`config.mk`:
```
export PLATFORM = sky130hd
export DESIGN_NAME = mm_ctrl
export DESIGN_NICKNAME = d
export VERILOG_FILES = /design/src/hw/rtl/mm_pkg.sv /design/src/hw/rtl/mm_ctrl.sv
export SDC_FILE = /design/constraint.sdc
export NUM_CORES = 1
export LEC_CHECK = 0
export ABC_CLOCK_PERIOD_IN_PS = 2700
export BUFFER_PORTS_ARGS = -buffer_cell sky130_fd_sc_hd__buf_4
export CAP_MARGIN = 20
export CORE_MARGIN = 1
export CORE_UTILIZATION = 41
export DETAILED_ROUTE_END_ITERATION = 10
export GPL_TIMING_DRIVEN = 0
export PLACE_DENSITY_LB_ADDON = 0.2
export SLEW_MARGIN = 5
export SYNTH_ARGS = -nofsm -noshare
export SYNTH_HDL_FRONTEND = slang
export SYNTH_SLANG_ARGS = --single-unit
```
`constraint.sdc`:
```
create_clock -name clock -period 2.7 [get_ports clock]
set_input_delay 0.54 -clock clock [delete_from_list [all_inputs] [get_ports clock]]
set_output_delay 0.54 -clock clock [all_outputs]
set_load 0.005 [all_outputs]
```
`src/hw/rtl/mm_pkg.sv`:
```
// Shared constants, codes and control types of the matrix multiply block.
`default_nettype none

package mm_pkg;

   // Default values of the top level parameters.
   localparam int MAX_DIM_DEFAULT    = 8;
   localparam int DATA_WIDTH_DEFAULT = 32;

   // Fixed field widths of the channels.
   localparam int MODE_W    = 2;
   localparam int INDEX_W   = 3;
   localparam int VALUE_W   = 32;
   localparam int PRODUCT_W = 64;
   localparam int CFG_W     = 4;
   localparam int CSR_IDX_W = 2;

   // Reset value of every size register.
   localparam logic [CFG_W-1:0] CFG_RESET = 4'd8;

   // Item modes.
   localparam logic [MODE_W-1:0] MODE_LOAD_A = 2'd0;
   localparam logic [MODE_W-1:0] MODE_LOAD_B = 2'd1;
   localparam logic [MODE_W-1:0] MODE_START  = 2'd2;

   // Register indexes of the configuration port.
   localparam logic [CSR_IDX_W-1:0] CSR_ROWS_A = 2'd0;
   localparam logic [CSR_IDX_W-1:0] CSR_INNER  = 2'd1;
   localparam logic [CSR_IDX_W-1:0] CSR_COLS_B = 2'd2;

   // Commands from the controller to the datapath.
   typedef struct packed {
      logic wr_a;      // write the loaded item into the A store
      logic wr_b;      // write the loaded item into the B store
      logic issue;     // read one A and one B element for the current k
      logic first;     // this read starts a new dot product
      logic last;      // this read ends the dot product
      logic out_load;  // move the finished sum into the output register
      logic out_last;  // the finished sum is the final element of C
   } mm_cmd_type;

   // Status from the datapath to the controller.
   typedef struct packed {
      logic acc_ready; // a finished dot product waits in the accumulator
      logic out_free;  // the output register can take a new item
   } mm_status_type;

endpackage

`default_nettype wire

```
`src/hw/rtl/mm_ctrl.sv`:
```
// Controller: size registers, load decode and the row, column and k sequencer.
`default_nettype none

module mm_ctrl
   import mm_pkg::*;
#(
   parameter int MAX_DIM = MAX_DIM_DEFAULT,
   localparam int IDX_W  = $clog2(MAX_DIM),
   localparam int DIM_W  = $clog2(MAX_DIM + 1)
) (
   input  wire logic                 clock,
   input  wire logic                 reset,
   input  wire logic                 req_valid,
   output      logic                 req_stall,
   input  wire logic [MODE_W-1:0]    req_mode,
   input  wire logic [INDEX_W-1:0]   req_row,
   input  wire logic [INDEX_W-1:0]   req_col,
   input  wire logic                 csr_valid,
   output      logic                 csr_ready,
   input  wire logic [CSR_IDX_W-1:0] csr_index,
   input  wire logic [CFG_W-1:0]     csr_wdata,
   input  wire mm_status_type        status,
   output      mm_cmd_type           cmd,
   output      logic [IDX_W-1:0]     idx_i,
   output      logic [IDX_W-1:0]     idx_j,
   output      logic [IDX_W-1:0]     idx_k
);

   typedef enum logic [1:0] {
      ST_IDLE,
      ST_ISSUE,
      ST_WAIT
   } state_type;

   state_type        state_ff, state_in;
   logic             req_stall_ff, req_stall_in;
   logic [IDX_W-1:0] i_ff, i_in, j_ff, j_in, k_ff, k_in;
   logic [CFG_W-1:0] rows_a_ff, inner_ff, cols_b_ff;
   logic [DIM_W-1:0] nr, nk, nc;
   logic             i_last, j_last, k_last;
   logic             accept;

   // A size of zero acts as one and a size above the store acts as the store size.
   function automatic logic [DIM_W-1:0] eff_dim(input logic [CFG_W-1:0] r);
      logic [DIM_W-1:0] d;
      if (r == '0) begin
         d = DIM_W'(1);
      end else if (int'(r) > MAX_DIM) begin
         d = DIM_W'(MAX_DIM);
      end else begin
         d = DIM_W'(r);
      end
      return d;
   endfunction

   // Size registers; writes to an index past the list are dropped.
   always_ff @(posedge clock) begin
      if (reset) begin
         rows_a_ff <= CFG_RESET;
         inner_ff  <= CFG_RESET;
         cols_b_ff <= CFG_RESET;
      end else if (csr_valid && csr_ready) begin
         case (csr_index)
            CSR_ROWS_A: rows_a_ff <= csr_wdata;
            CSR_INNER:  inner_ff  <= csr_wdata;
            CSR_COLS_B: cols_b_ff <= csr_wdata;
            default: ;
         endcase
      end
   end

   assign csr_ready = 1'b1;

   assign nr = eff_dim(rows_a_ff);
   assign nk = eff_dim(inner_ff);
   assign nc = eff_dim(cols_b_ff);

   assign i_last = (DIM_W'(i_ff) == nr - DIM_W'(1));
   assign j_last = (DIM_W'(j_ff) == nc - DIM_W'(1));
   assign k_last = (DIM_W'(k_ff) == nk - DIM_W'(1));

   assign accept = req_valid && !req_stall_ff;

   // Next state, counters and commands.
   always_comb begin
      state_in = state_ff;
      i_in     = i_ff;
      j_in     = j_ff;
      k_in     = k_ff;
      cmd      = '0;
      case (state_ff)
         ST_IDLE: begin
            if (accept) begin
               case (req_mode)
                  MODE_LOAD_A: begin
                     cmd.wr_a = (int'(req_row) < int'(nr)) && (int'(req_col) < int'(nk));
                  end
                  MODE_LOAD_B: begin
                     cmd.wr_b = (int'(req_row) < int'(nk)) && (int'(req_col) < int'(nc));
                  end
                  MODE_START: begin
                     i_in     = '0;
                     j_in     = '0;
                     k_in     = '0;
                     state_in = ST_ISSUE;
                  end
                  default: ;
               endcase
            end
         end
         ST_ISSUE: begin
            cmd.issue = 1'b1;
            cmd.first = (k_ff == '0);
            cmd.last  = k_last;
            if (k_last) begin
               k_in     = '0;
               state_in = ST_WAIT;
            end else begin
               k_in = k_ff + IDX_W'(1);
            end
         end
         ST_WAIT: begin
            if (status.acc_ready && status.out_free) begin
               cmd.out_load = 1'b1;
               cmd.out_last = i_last && j_last;
               if (j_last) begin
                  j_in = '0;
                  if (i_last) begin
                     state_in = ST_IDLE;
                  end else begin
                     i_in     = i_ff + IDX_W'(1);
                     state_in = ST_ISSUE;
                  end
               end else begin
                  j_in     = j_ff + IDX_W'(1);
                  state_in = ST_ISSUE;
               end
            end
         end
         default: begin
            state_in = ST_IDLE;
         end
      endcase
      req_stall_in = (state_in != ST_IDLE);
   end

   // State, counters and the registered stall.
   always_ff @(posedge clock) begin
      if (reset) begin
         state_ff     <= ST_IDLE;
         req_stall_ff <= 1'b0;
         i_ff         <= '0;
         j_ff         <= '0;
         k_ff         <= '0;
      end else begin
         state_ff     <= state_in;
         req_stall_ff <= req_stall_in;
         i_ff         <= i_in;
         j_ff         <= j_in;
         k_ff         <= k_in;
      end
   end

   assign req_stall = req_stall_ff;
   assign idx_i     = i_ff;
   assign idx_j     = j_ff;
   assign idx_k     = k_ff;

   // The input side closes only after a start item.
   a_stall_after_start: assert property (@(posedge clock) disable iff (reset)
      $rose(req_stall_ff) |-> $past(req_valid && req_mode == MODE_START))
      else $error("stall rose without a start item");

   // Loads are never decoded while a multiply runs.
   a_load_idle: assert property (@(posedge clock) disable iff (reset)
      (cmd.wr_a || cmd.wr_b) |-> (state_ff == ST_IDLE && !cmd.issue))
      else $error("store write outside idle");

endmodule

`default_nettype wire

```
Yosys cells after proc, flatten, opt, wreduce, memory -nomap -nowiden
Index checks and enable logic that the tools add are counted.
{"block": "totals", "out_inout_bits": 18, "regBits": 24, "ram_bits": 0, "rom_bits": 0, "n_memories": 0, "word_cells": 88, "latch_bits": 0}
{"block": "classes", "reduce_logical": 22, "n_mul": 0, "shift": 0, "n_mux": 31, "order_cmp": 7, "n_eq_ne": 14, "n_addsub": 6, "n_div": 0, "bitwise": 0}
{"cell": "$mux 3", "count": 9}
{"cell": "$mux 4", "count": 6}
{"cell": "$mux 2", "count": 9}
{"cell": "$pmux 3 s2", "count": 3}
{"cell": "$lt 3x4->1", "count": 4}
{"cell": "$eq 3x4->1", "count": 3}
{"cell": "$gt 4x4->1 const B", "count": 3}
{"cell": "$logic_not 4->1", "count": 3}
{"cell": "$sub 4x1->4 const B", "count": 3}
{"cell": "$add 3x1->3 const B", "count": 3}
{"cell": "$ne 2x2->1 const B", "count": 4}
{"cell": "$eq 2x1->1 const B", "count": 3}
{"cell": "$eq 2x2->1 const B", "count": 3}
{"cell": "$logic_not 2->1", "count": 3}
{"cell": "$pmux 2 s3", "count": 1}
{"cell": "$reduce_and 2->1", "count": 3}
{"cell": "$reduce_and 6->1", "count": 1}
{"cell": "$reduce_bool 2->1", "count": 3}
{"cell": "$logic_and 1x1->1", "count": 5}
{"cell": "$reduce_and 4->1", "count": 1}
{"cell": "$logic_not 3->1", "count": 1}
{"cell": "$mux 1", "count": 3}
{"cell": "$reduce_and 3->1", "count": 1}
{"cell": "$ne 2x1->1 const B", "count": 1}
{"cell": "$logic_not 1->1", "count": 1}

Logic depth before layout (Yosys ltp)
Gate-level depths: netlist of the first run.
{"block": "depth", "depth_word": 10, "depth_mapped": 8, "mapped_depth_nobuf": 8}

Worst setup path after synthesis of the first run
OpenSTA, ideal clock, no wires.
{"block": "synth_timing", "path_type": "reg-to-output", "start": "register cols_b_ff[1]", "end": "output cmd[0] in the netlist's numbering", "n_path_buf": 0, "stages_incl_launch_ff": 8, "t_required_ns": 2.160, "arrival_time_ns": 1.728, "path_slack_ns": 0.432, "path_cell_list": "dfxtp_1 > o21ba_2 > or2_2 > ha_1 > xnor2_1 > xnor2_1 > nand3_1 > nor3_1"}
{"item": "start: declaration", "line": "mm_ctrl.sv:38", "text": "logic [CFG_W-1:0] rows_a_ff, inner_ff, cols_b_ff;"}
{"item": "start signal: assignment", "line": "mm_ctrl.sv:66", "text": "CSR_COLS_B: cols_b_ff <= csr_wdata;"}
{"item": "end: declaration", "line": "mm_ctrl.sv:23", "text": "output mm_cmd_type cmd,"}

==> results of run 1 <==
==> stage by stage <==
| step | power [mW] | hold slack [ps] | cell area [sq um] |
|---|---|---|---|
| 3_5_place_dp | 0.511 | 489 | 1960 |
| 6_report | 0.768 | 502 | 2130 |
| 4_1_cts | 0.765 | 498 | 2040 |
| 5_1_grt | 0.808 | 513 | 2130 |
| 3_3_place_gp | 0.509 | 487 | 1960 |
| 2_1_floorplan | 0.456 | 451 | 1630 |
==> per-layer routing <==
metal  vias up  share of wire [%]  global-route usage, %  routed length, um
met5         -                  0                      0                  0
met4         0                1.7                   8.33                 64
met3         5                3.9                   2.82                146
met2        34                 46                   29.7               1700
met1       662                 49                   26.0               1820
li1        753                  -                      -                  -
==> path summary, 6_finish.rpt <==
kind | start | to | slack [ps]
setup / recovery | rows_a_ff[2] | cmd[0] | 20
hold / removal | csr_wdata[3] | rows_a_ff[3] | 500
setup reg to reg | cols_b_ff[1] | req_stall | 430
hold reg to reg | idx_k[0] | idx_k[0] | 500
==> cells by family after synthesis <==
kind of cell    after synthesis  share of synthesized area, %
simple gates                 69                          24.7
flops                        24                          29.5
xor+xnor                     12                          6.46
compound gates               38                          16.6
other cells                   1                         0.231
buf+inv                      14                          3.54
fa+ha+maj                    15                          11.5
mux                          12                          7.38
==> sequential cells by signal, indices dropped and copies added (netlist names) <==
register	cells
req_stall	1
inner_ff	4
idx_i	3
rows_a_ff	4
idx_j	3
idx_k	3
cols_b_ff	4
state_ff	2
==> Yosys cell counts (all sizes together), types with 3 or more instances <==
cell type	instances
nand2b	9
a21oi	8
xnor2	8
nor2	13
nand3	5
nand2	17
dfxtp	24
nor3	5
mux2i	12
o21ai	10
inv	10
o211ai	3
nor3b	3
nor2b	3
ha	15
or3	3
buf	3
or2	3
xor2	4
==> cell type report <==
type / instances / area [sq um]
Sequential cell: 24 / 489
Buffer: 4 / 20.0
Fill cell: 370 / 1620
Multi-Input combinational cell: 147 / 1140
Tap cell: 48 / 60.1
Inverter: 10 / 37.5
Clock buffer: 4 / 55.1
Timing Repair Buffer: 43 / 323
==> where the power goes <==
group,switching (mW),internal (mW),total (mW),leakage [nW]
logic,0.0648,0.0724,0.137,0.712
registers,0.0102,0.364,0.374,0.197
clock network,0.126,0.131,0.256,0.0288
total,0.201,0.567,0.768,0.938
==> critical path, cell delays in order, from the launching register on <==
cell and delay [ps]:
dfxtp_2 340, o21ba_4 230, or2_4 240, ha_4 160, xor2_2 150, xnor2_2 150, a211o_1 300, nor3_2 160
buf_4 130
==> what timing repair did <==
item,in CTS,in global routing
setup buffers,1,6
endpoints found under the setup margin,2,2
pin swaps,2,6
hold buffers,0,0
gates resized for setup,5,12
==> impl_results.md, run 1 <==
* Status: completed
* Total Wirelength at 3.73 mm
* Synth warn at 0
* Reg2reg path depth at 8
* Final core utilization at 56.8%
* P per Cell Area at 361 nW/um^2
* Core ar. at 3740 sq um
* Die area at 4220 sq um
* Setup crit end kind: primary output
* DRC Markers at 0
* DRT Pass-1 Iters at 4
* Cell Count, Final, Fillers Out at 280
* Tmin final at 2680 ps
* Share of the synthesized area in the top cell type at 29.5%
* Vias at 1454
* Final setup viols at 0
* Die width at 65.0 um
* Largest cells by area after synthesis: dfxtp_1 (30%), ha_1 (12%), mux2i_1 (7.4%)
* Place WS at 170 ps
* Most frequent cells in the layout: buf_4 (44), dfxtp_1 (19), nand2_1 (17)
* Drt initial violations at 100
* Slew Viols, Final at 0
* Worst EP required at 2160 ps
* Sequential share of the synthesized area at 29.5%
* Largest area contributor in the netlist: dfxtp_1
* Starting Density at 43.4%
* HPWL Detailed at 2.81 mm
* Setup ws final at 22.7 ps
* Commonest non-fill, non-tap cell in the layout: buf_4
* Fraction of registers with async set/reset at 0%
* Die Y at 65.0 um
* Clock sink total at 24
* Syn Nets at 220
* Skew-Pair Late Insertion Delay at 280 ps
* Per-cell routed wire length at 13.3 um
* Max frequency at 0.374 GHz
* CTS HTree Levels at 1
* Cell area after synthesis at 1630 sq um
* Io pins at 38
* Setup Skew at 1.65 ps
* Mapped Cells at 185
* Routed vias/inst at 5.19
* Number of flops mapped to enable cells by yosys at 0
* Tightest Pin Transition at 784 ps
* Setup TNS Final at 0 ps
* Placed cell count at 269
* CTS Buffer Depth at 2
* Initial antenna violation count at 0
* Row Count at 22
* Final period util at 99.2%
* Crit path max fanout at 4
* Setup CP Type: register to primary output
* Final RePlAce weighted congestion at 0.835
* Crit start category: register
* Layout cells sized above 1 at 32.3%
* Clk slew on worst S/H paths at 90 ps
* GRT Overall Usage at 19.2%
* # Max-Cap Violations at 0
* Hold path cells at 3
* Net total in the final layout at 268
* Antenna Nets Post-Route at 0
* IO Port Bufs at 36
* Crit path DAT at 2140 ps
* Largest net degree at the start of global routing at 14
* RSZ-0062 raised after global routing: yes
* Diodes inserted at 0
* First-pass GRT wire length at 6.12 mm
* Min-delay worst type: input pin to register
* Total leakage power at 0.938 nW
* Mean post-synth cell area at 8.79 sq um
* Slew HR at 47.6%
* Area grow syn2layout at 30.7%
* Netlist cell types at 46
* Count of final hold-check violations at 0
* Vias in the first global route at 1325
* TritonCTS clock tree: done
* Most used DFF post-synth: dfxtp_1
* Clk root buf: clkbuf_8
* Aggregate global routing overflow at 0
* Register bit total from synthesis at 24
* Total CTS buffers at 3
* Worst VDD drop at 0.200 mV
Note: power is estimated with default switching activity, not from simulation.
==> inputs of run 2 (changes only) <==
- CORE_ASPECT_RATIO: unset -> 0.8
==> run 2 against run 1 <==
Net effect:
- flip-flop and latch count stayed put
- wire length is 1.6% lower
- utilization is 1.5 points lower
- via count stayed put
- combinational power hardly changed
- critical path depth stayed put
- sequential power hardly changed
- sequential share of layout area is 0.082 points higher
- clock skew is 3.6 ps higher
- cell count is 1.1% higher
- global-route usage is 0.42 points lower
- hold slack worse by 6.8 ps
- critical path type unchanged
- critical endpoint unchanged
==> impl_results.md, run 2 (synthesized netlist as in run 1, its figures left out) <==
* Total Wirelength at 3.67 mm (-1.6%)
* # Max-Cap Violations at 0 (unchanged)
* Commonest non-fill, non-tap cell in the layout: buf_4
* DRT Pass-1 Iters at 4 (unchanged)
* Final RePlAce weighted congestion at 0.848 (+1.5%)
* CTS HTree Levels at 1 (unchanged)
* Worst EP required at 2160 ps (about the same)
* Grt met1 use at 28.1% (+2.0 points)
* P per Cell Area at 346 nW/um^2 (-4.2%)
* Final period util at 99.7% (+0.49 points)
* Status: completed
* CTS Buffer Depth at 2 (unchanged)
* Routed vias/inst at 5.14 (-1.1%)
* Hold WS at 496 ps (-6.75 ps)
* Die Y at 58.3 um (-10%)
* Total leakage power at 0.918 nW (-2.2%)
* Per-cell routed wire length at 13.0 um (-2.7%)
* Total CTS buffers at 3 (unchanged)
* IO Port Bufs at 36 (unchanged)
* Aggregate global routing overflow at 0 (unchanged)
* Die width at 72.4 um (+11%)
* Clk slew on worst S/H paths at 90 ps (about the same)
* M2 GR Usage at 27.5% (-2.2 points)
* Busiest grt layer: met1
* Largest regs: cols_b_ff (4), inner_ff (4), rows_a_ff (4)
* Area grow syn2layout at 29.2%
* Tmin final at 2690 ps (+13.3 ps)
* First-pass GRT wire length at 6.11 mm (-0.23%)
* HPWL Detailed at 2.86 mm (+1.5%)
* Io pins at 38 (unchanged)
* CP max-delay cell: dfxtp_2
* Cell Chain, Critical Path: o21ba_4 -> or2_4 -> ha_4 -> xor2_2 -> xnor2_2 -> a211o_1 -> nor3_2 -> buf_4
* Min-delay worst type: register to register
* Vias at 1454 (unchanged)
* Setup CP Type: register to primary output
* Layout cells sized above 1 at 31.1% (-1.2 points)
* DRC Markers at 0 (unchanged)
* Core ar. at 3800 sq um (+1.6%)
* Skew-Pair Late Insertion Delay at 270 ps (about the same)
* Crit path max fanout at 3 (-1)
* Max frequency at 0.372 GHz (-0.50%)
* GRT Overall Usage at 18.7% (-0.42 points)
* Slew Viols, Final at 0 (unchanged)
* RSZ-0062 raised after global routing: yes
* Net total in the final layout at 265 (-1.1%)
* Worst VDD drop at 0.235 mV (+17%)
* Slew HR at 54.0% (+6.4 points)
* Antenna Nets Post-Route at 0 (unchanged)
* Clock sink total at 24 (unchanged)
* Setup crit end kind: primary output
* Initial antenna violation count at 0 (unchanged)
* Setup Skew at 5.23 ps (+3.58 ps)
* Drt initial violations at 72 (-28%)
* Die area at 4220 sq um (about the same)
* Count of final hold-check violations at 0 (unchanged)
* TritonCTS clock tree: done
* Largest net degree at the start of global routing at 13 (-1)
* Most frequent cells in the layout: buf_4 (41), dfxtp_1 (20), nand2_1 (16)
* Final setup viols at 0 (unchanged)
* Starting Density at 42.8% (-0.69 points)
* Crit-path max cell delay at 340 ps (about the same)
* Vias in the first global route at 1325 (unchanged)
* Final core utilization at 55.3% (-1.5 points)
* Crit start category: register
* Diodes inserted at 0 (unchanged)
* Row Count at 20 (-9.1%)
* Clk root buf: clkbuf_8
* Tightest Pin Transition at 689 ps (-95.6 ps)
* Crit path DAT at 2150 ps (about the same)
* GRT met3 Usage at 4.45% (+1.6 points)
[run 2: final timing paths]
path / slack [ps] / from / cells after the start / to
setup reg to reg: 500 / cols_b_ff[1] / 9 / idx_i[2]
setup / recovery: 9 / rows_a_ff[2] / 8 / cmd[0]
hold reg to reg: 500 / idx_k[0] / 2 / idx_k[0]
hold / removal: 500 / idx_k[0] / 2 / idx_k[0]
[run 2: layer usage]
metal	vias up	routed length [um]
li1	747	-
met1	675	1930
met2	30	1530
met3	2	193
met4	0	21
met5	-	0
[run 2: layout make-up]
class                   instances  area (sq um)
well taps                      55          68.8
repair buffers                 40           300
multi-input cells             147          1150
fillers                       381          1700
plain buffers                   4          20.0
flip-flops and latches         24           485
clock buffers                   3          41.3
inverters                      10          37.5
[run 2: power by group]
group | switching (mW) | total, mW | internal [mW]
logic | 0.0657 | 0.137 | 0.0715
registers | 0.0103 | 0.375 | 0.365
clock network | 0.116 | 0.216 | 0.100
[run 2: worst max-delay path: cells and delay by family (launching register included)]
family / cells / cell delay, ps
xor gates and xnor gates: 2 / 320
buffers and inverters: 1 / 130
AOI/OAI and AO/OA: 2 / 530
DFF: 1 / 340
adders and majority gates: 1 / 160
and+or+nand+nor: 2 / 390
[run 2: stage by stage]
stage	power [mW]	std cells	cell area [sq um]	worst slack, ps	setup TNS (ps)
2_1_floorplan	0.456	185	1630	432	0
3_3_place_gp	0.512	276	1970	210	0
3_5_place_dp	0.512	276	1970	204	0
4_1_cts	0.727	280	2030	-31.2	-31.2
5_1_grt	0.768	283	2100	-63.3	-75.0
6_report	0.728	283	2100	9.34	0
[run 2: repair_timing]
| item | 4_1_cts | 5_1_grt |
|---|---|---|
| resized for setup | 3 | 13 |
| hold buffers | 0 | 0 |
| pin swaps | 2 | 8 |
| setup endpoints to repair | 2 | 2 |
| setup buffers | 1 | 3 |
==> inputs of run 3 (changes only) <==
- ABC_CLOCK_PERIOD_IN_PS: 2700 -> 2200
- TNS_END_PERCENT: unset -> 100
- clock period: 2.7 -> 2.2 ns (I/O delays scaled with it)
==> run 3 against run 2 <==
Net effect:
- the run now ends with negative setup slack left
- first-iteration DRC count up 11%
- clock skew down 0.86 ps
- utilization up 8.0 points
- register-to-register slack worse by 480 ps
- via count up 8.3%
- wire length up 17%
- non-clock buffer count up 19
- critical endpoint unchanged
- highest routed layer unchanged
==> impl_results.md, run 3 (synthesized netlist as in run 1, its figures left out) <==
* Total CTS buffers at 3 (unchanged)
* Busiest grt layer: met2
* CTS HTree Levels at 1 (unchanged)
* Io pins at 38 (unchanged)
* Setup Skew at 4.36 ps (-0.864 ps)
* Layout cells sized above 1 at 45.3% (+14 points)
* Reg-to-reg startpoint: cols_b_ff[1]
* Skew-Pair Late Insertion Delay at 270 ps (about the same)
* Setup crit end kind: primary output
* First-pass GRT wire length at 6.64 mm (+8.7%)
* Slew Viols, Final at 0 (unchanged)
* DRC Markers at 0 (unchanged)
* Die width at 72.4 um (unchanged)
* Hold_buf cts at 0 (unchanged)
* Initial antenna violation count at 0 (unchanged)
* Clk slew on worst S/H paths at 90 ps (about the same)
* Sequential Area at 500 sq um (+3.1%)
* Total leakage power at 1.08 nW (+18%)
* Crit start category: register
* Fillers at 334 (-12%)
* Setup ws final at -243 ps (-252 ps)
* Routed vias/inst at 5.22 (+1.5%)
* HPWL Detailed at 2.86 mm (unchanged)
* GRT Overall Usage at 20.3% (+1.6 points)
* Placed cell count at 276 (unchanged)
* Die Y at 58.3 um (unchanged)
* Status: finished, violations left
* Setup CP Type: register to primary output
* Antenna Nets Post-Route at 0 (unchanged)
* Total Wirelength at 4.29 mm (+17%)
* Crit. Startpoint: rows_a_ff[2]
* Min-delay worst type: input pin to register
* P per Cell Area at 389 nW/um^2 (+12%)
* Net total in the final layout at 284 (+7.2%)
* Diodes inserted at 0 (unchanged)
* Starting Density at 42.8% (unchanged)
* Reg2reg path depth at 10 (+1)
* Hold WS at 413 ps (-82.4 ps)
* Most frequent cells in the layout: buf_4 (58), nand2_1 (16), dfxtp_1 (16)
* Drt initial violations at 80 (+11%)
* Area grow syn2layout at 48.0%
* Cell Count, Final, Fillers Out at 302 (+6.7%)
* Reg2reg end: idx_i[2]
* RSZ-0062 raised after global routing: yes
* Final RePlAce weighted congestion at 0.848 (unchanged)
* DRT Pass-1 Iters at 4 (unchanged)
* Per-cell routed wire length at 14.2 um (+9.6%)
* Clk root buf: clkbuf_8
* GRT met3 Usage at 4.45% (unchanged)
* Count of final hold-check violations at 0 (unchanged)
* Final setup viols at 3 (+3)
* Largest regs: cols_b_ff (4), inner_ff (4), rows_a_ff (4)
* Failing checks: negative setup slack
* Die area at 4220 sq um (unchanged)
* Worst Setup EP: cmd[0]
* Largest net degree at the start of global routing at 13 (unchanged)
* TritonCTS clock tree: done
* IO Port Bufs at 36 (unchanged)
* Footprint of the multi-input gates at 1290 sq um (+12%)
* Tightest Pin Transition at 695 ps (+6.42 ps)
* Vias at 1575 (+8.3%)
* Core ar. at 3800 sq um (unchanged)
* HP Start: csr_wdata[3]
* Worst VDD drop at 0.271 mV (+15%)
* Max frequency at 0.409 GHz
* Vias in the first global route at 1464 (+10%)
* Crit path max fanout at 2 (-1)
* Aggregate global routing overflow at 0 (unchanged)
* M2 GR Usage at 32.2% (+4.7 points)
* Row Count at 20 (unchanged)
* Commonest non-fill, non-tap cell in the layout: buf_4
* Clock sink total at 24 (unchanged)
* Worst EP required at 1760 ps (-400 ps)
* Register-to-register setup slack at 20 ps (-480 ps)
* Crit path DAT at 2000 ps (-150 ps)
* Slew HR at 53.6% (-0.43 points)
* Final period util at 111%
* Tmin final at 2440 ps
* Grt met1 use at 28.9% (+0.85 points)
* CTS Buffer Depth at 2 (unchanged)
* # Max-Cap Violations at 0 (unchanged)
[run 3: worst max-delay path, stage by stage (launching register included)]
cell	delay [ps]
dfxtp_2	330
o21ba_4	210
or2_4	230
ha_4	150
xor2_1	140
xnor2_1	150
a211o_1	270
nor3_2	110
buf_4	130
[run 3: layer usage]
layer,vias to the layer above,share of wire (%)
li1,789,-
met1,746,49
met2,38,45
met3,2,4.8
met4,0,0.49
met5,-,0
[run 3: how the worst min path moves through the flow]
stage,to,slack (ps),cells after the start
after detailed placement,idx_k[0],480,2
final,rows_a_ff[3],410,3
after CTS,cols_b_ff[3],410,3
after global routing,rows_a_ff[3],430,3
after floorplan,rows_a_ff[0],450,2
after global placement,inner_ff[0],480,2
[run 3: final cells by class]
| class | instances | area share [%] |
|---|---|---|
| flip-flops and latches | 24 | 20.8 |
| plain buffers | 4 | 0.832 |
| multi-input cells | 147 | 53.5 |
| repair buffers | 59 | 18.7 |
| well taps | 55 | 2.86 |
| clock buffers | 3 | 1.72 |
| inverters | 10 | 1.56 |
[run 3: report_power, final]
group          switching (mW)  leakage [nW]  internal [mW]  total (mW)
clock network           0.143        0.0216          0.123       0.266
logic                  0.0979         0.861          0.114       0.212
registers              0.0129         0.198          0.445       0.458
[run 3: what timing repair did]
action | in CTS | in global routing
setup endpoints to repair | 6 | 11
endpoints found under the hold margin | 0 | 0
pin swaps | 17 | 21
buffers inserted | 15 | 10
resized for setup | 30 | 22
[run 3: stage by stage]
stage	instance area [sq um]	utilization, %	setup slack [ps]	power [mW]	TNS [ps]
floorplan	1630	-	31.7	0.560	0
global placement	1970	51.7	-190	0.628	-348
detailed placement	1970	51.7	-196	0.629	-366
CTS	2230	58.5	-348	0.916	-1680
global route	2410	63.3	-338	0.982	-977
finish	2410	63.3	-243	0.935	-400
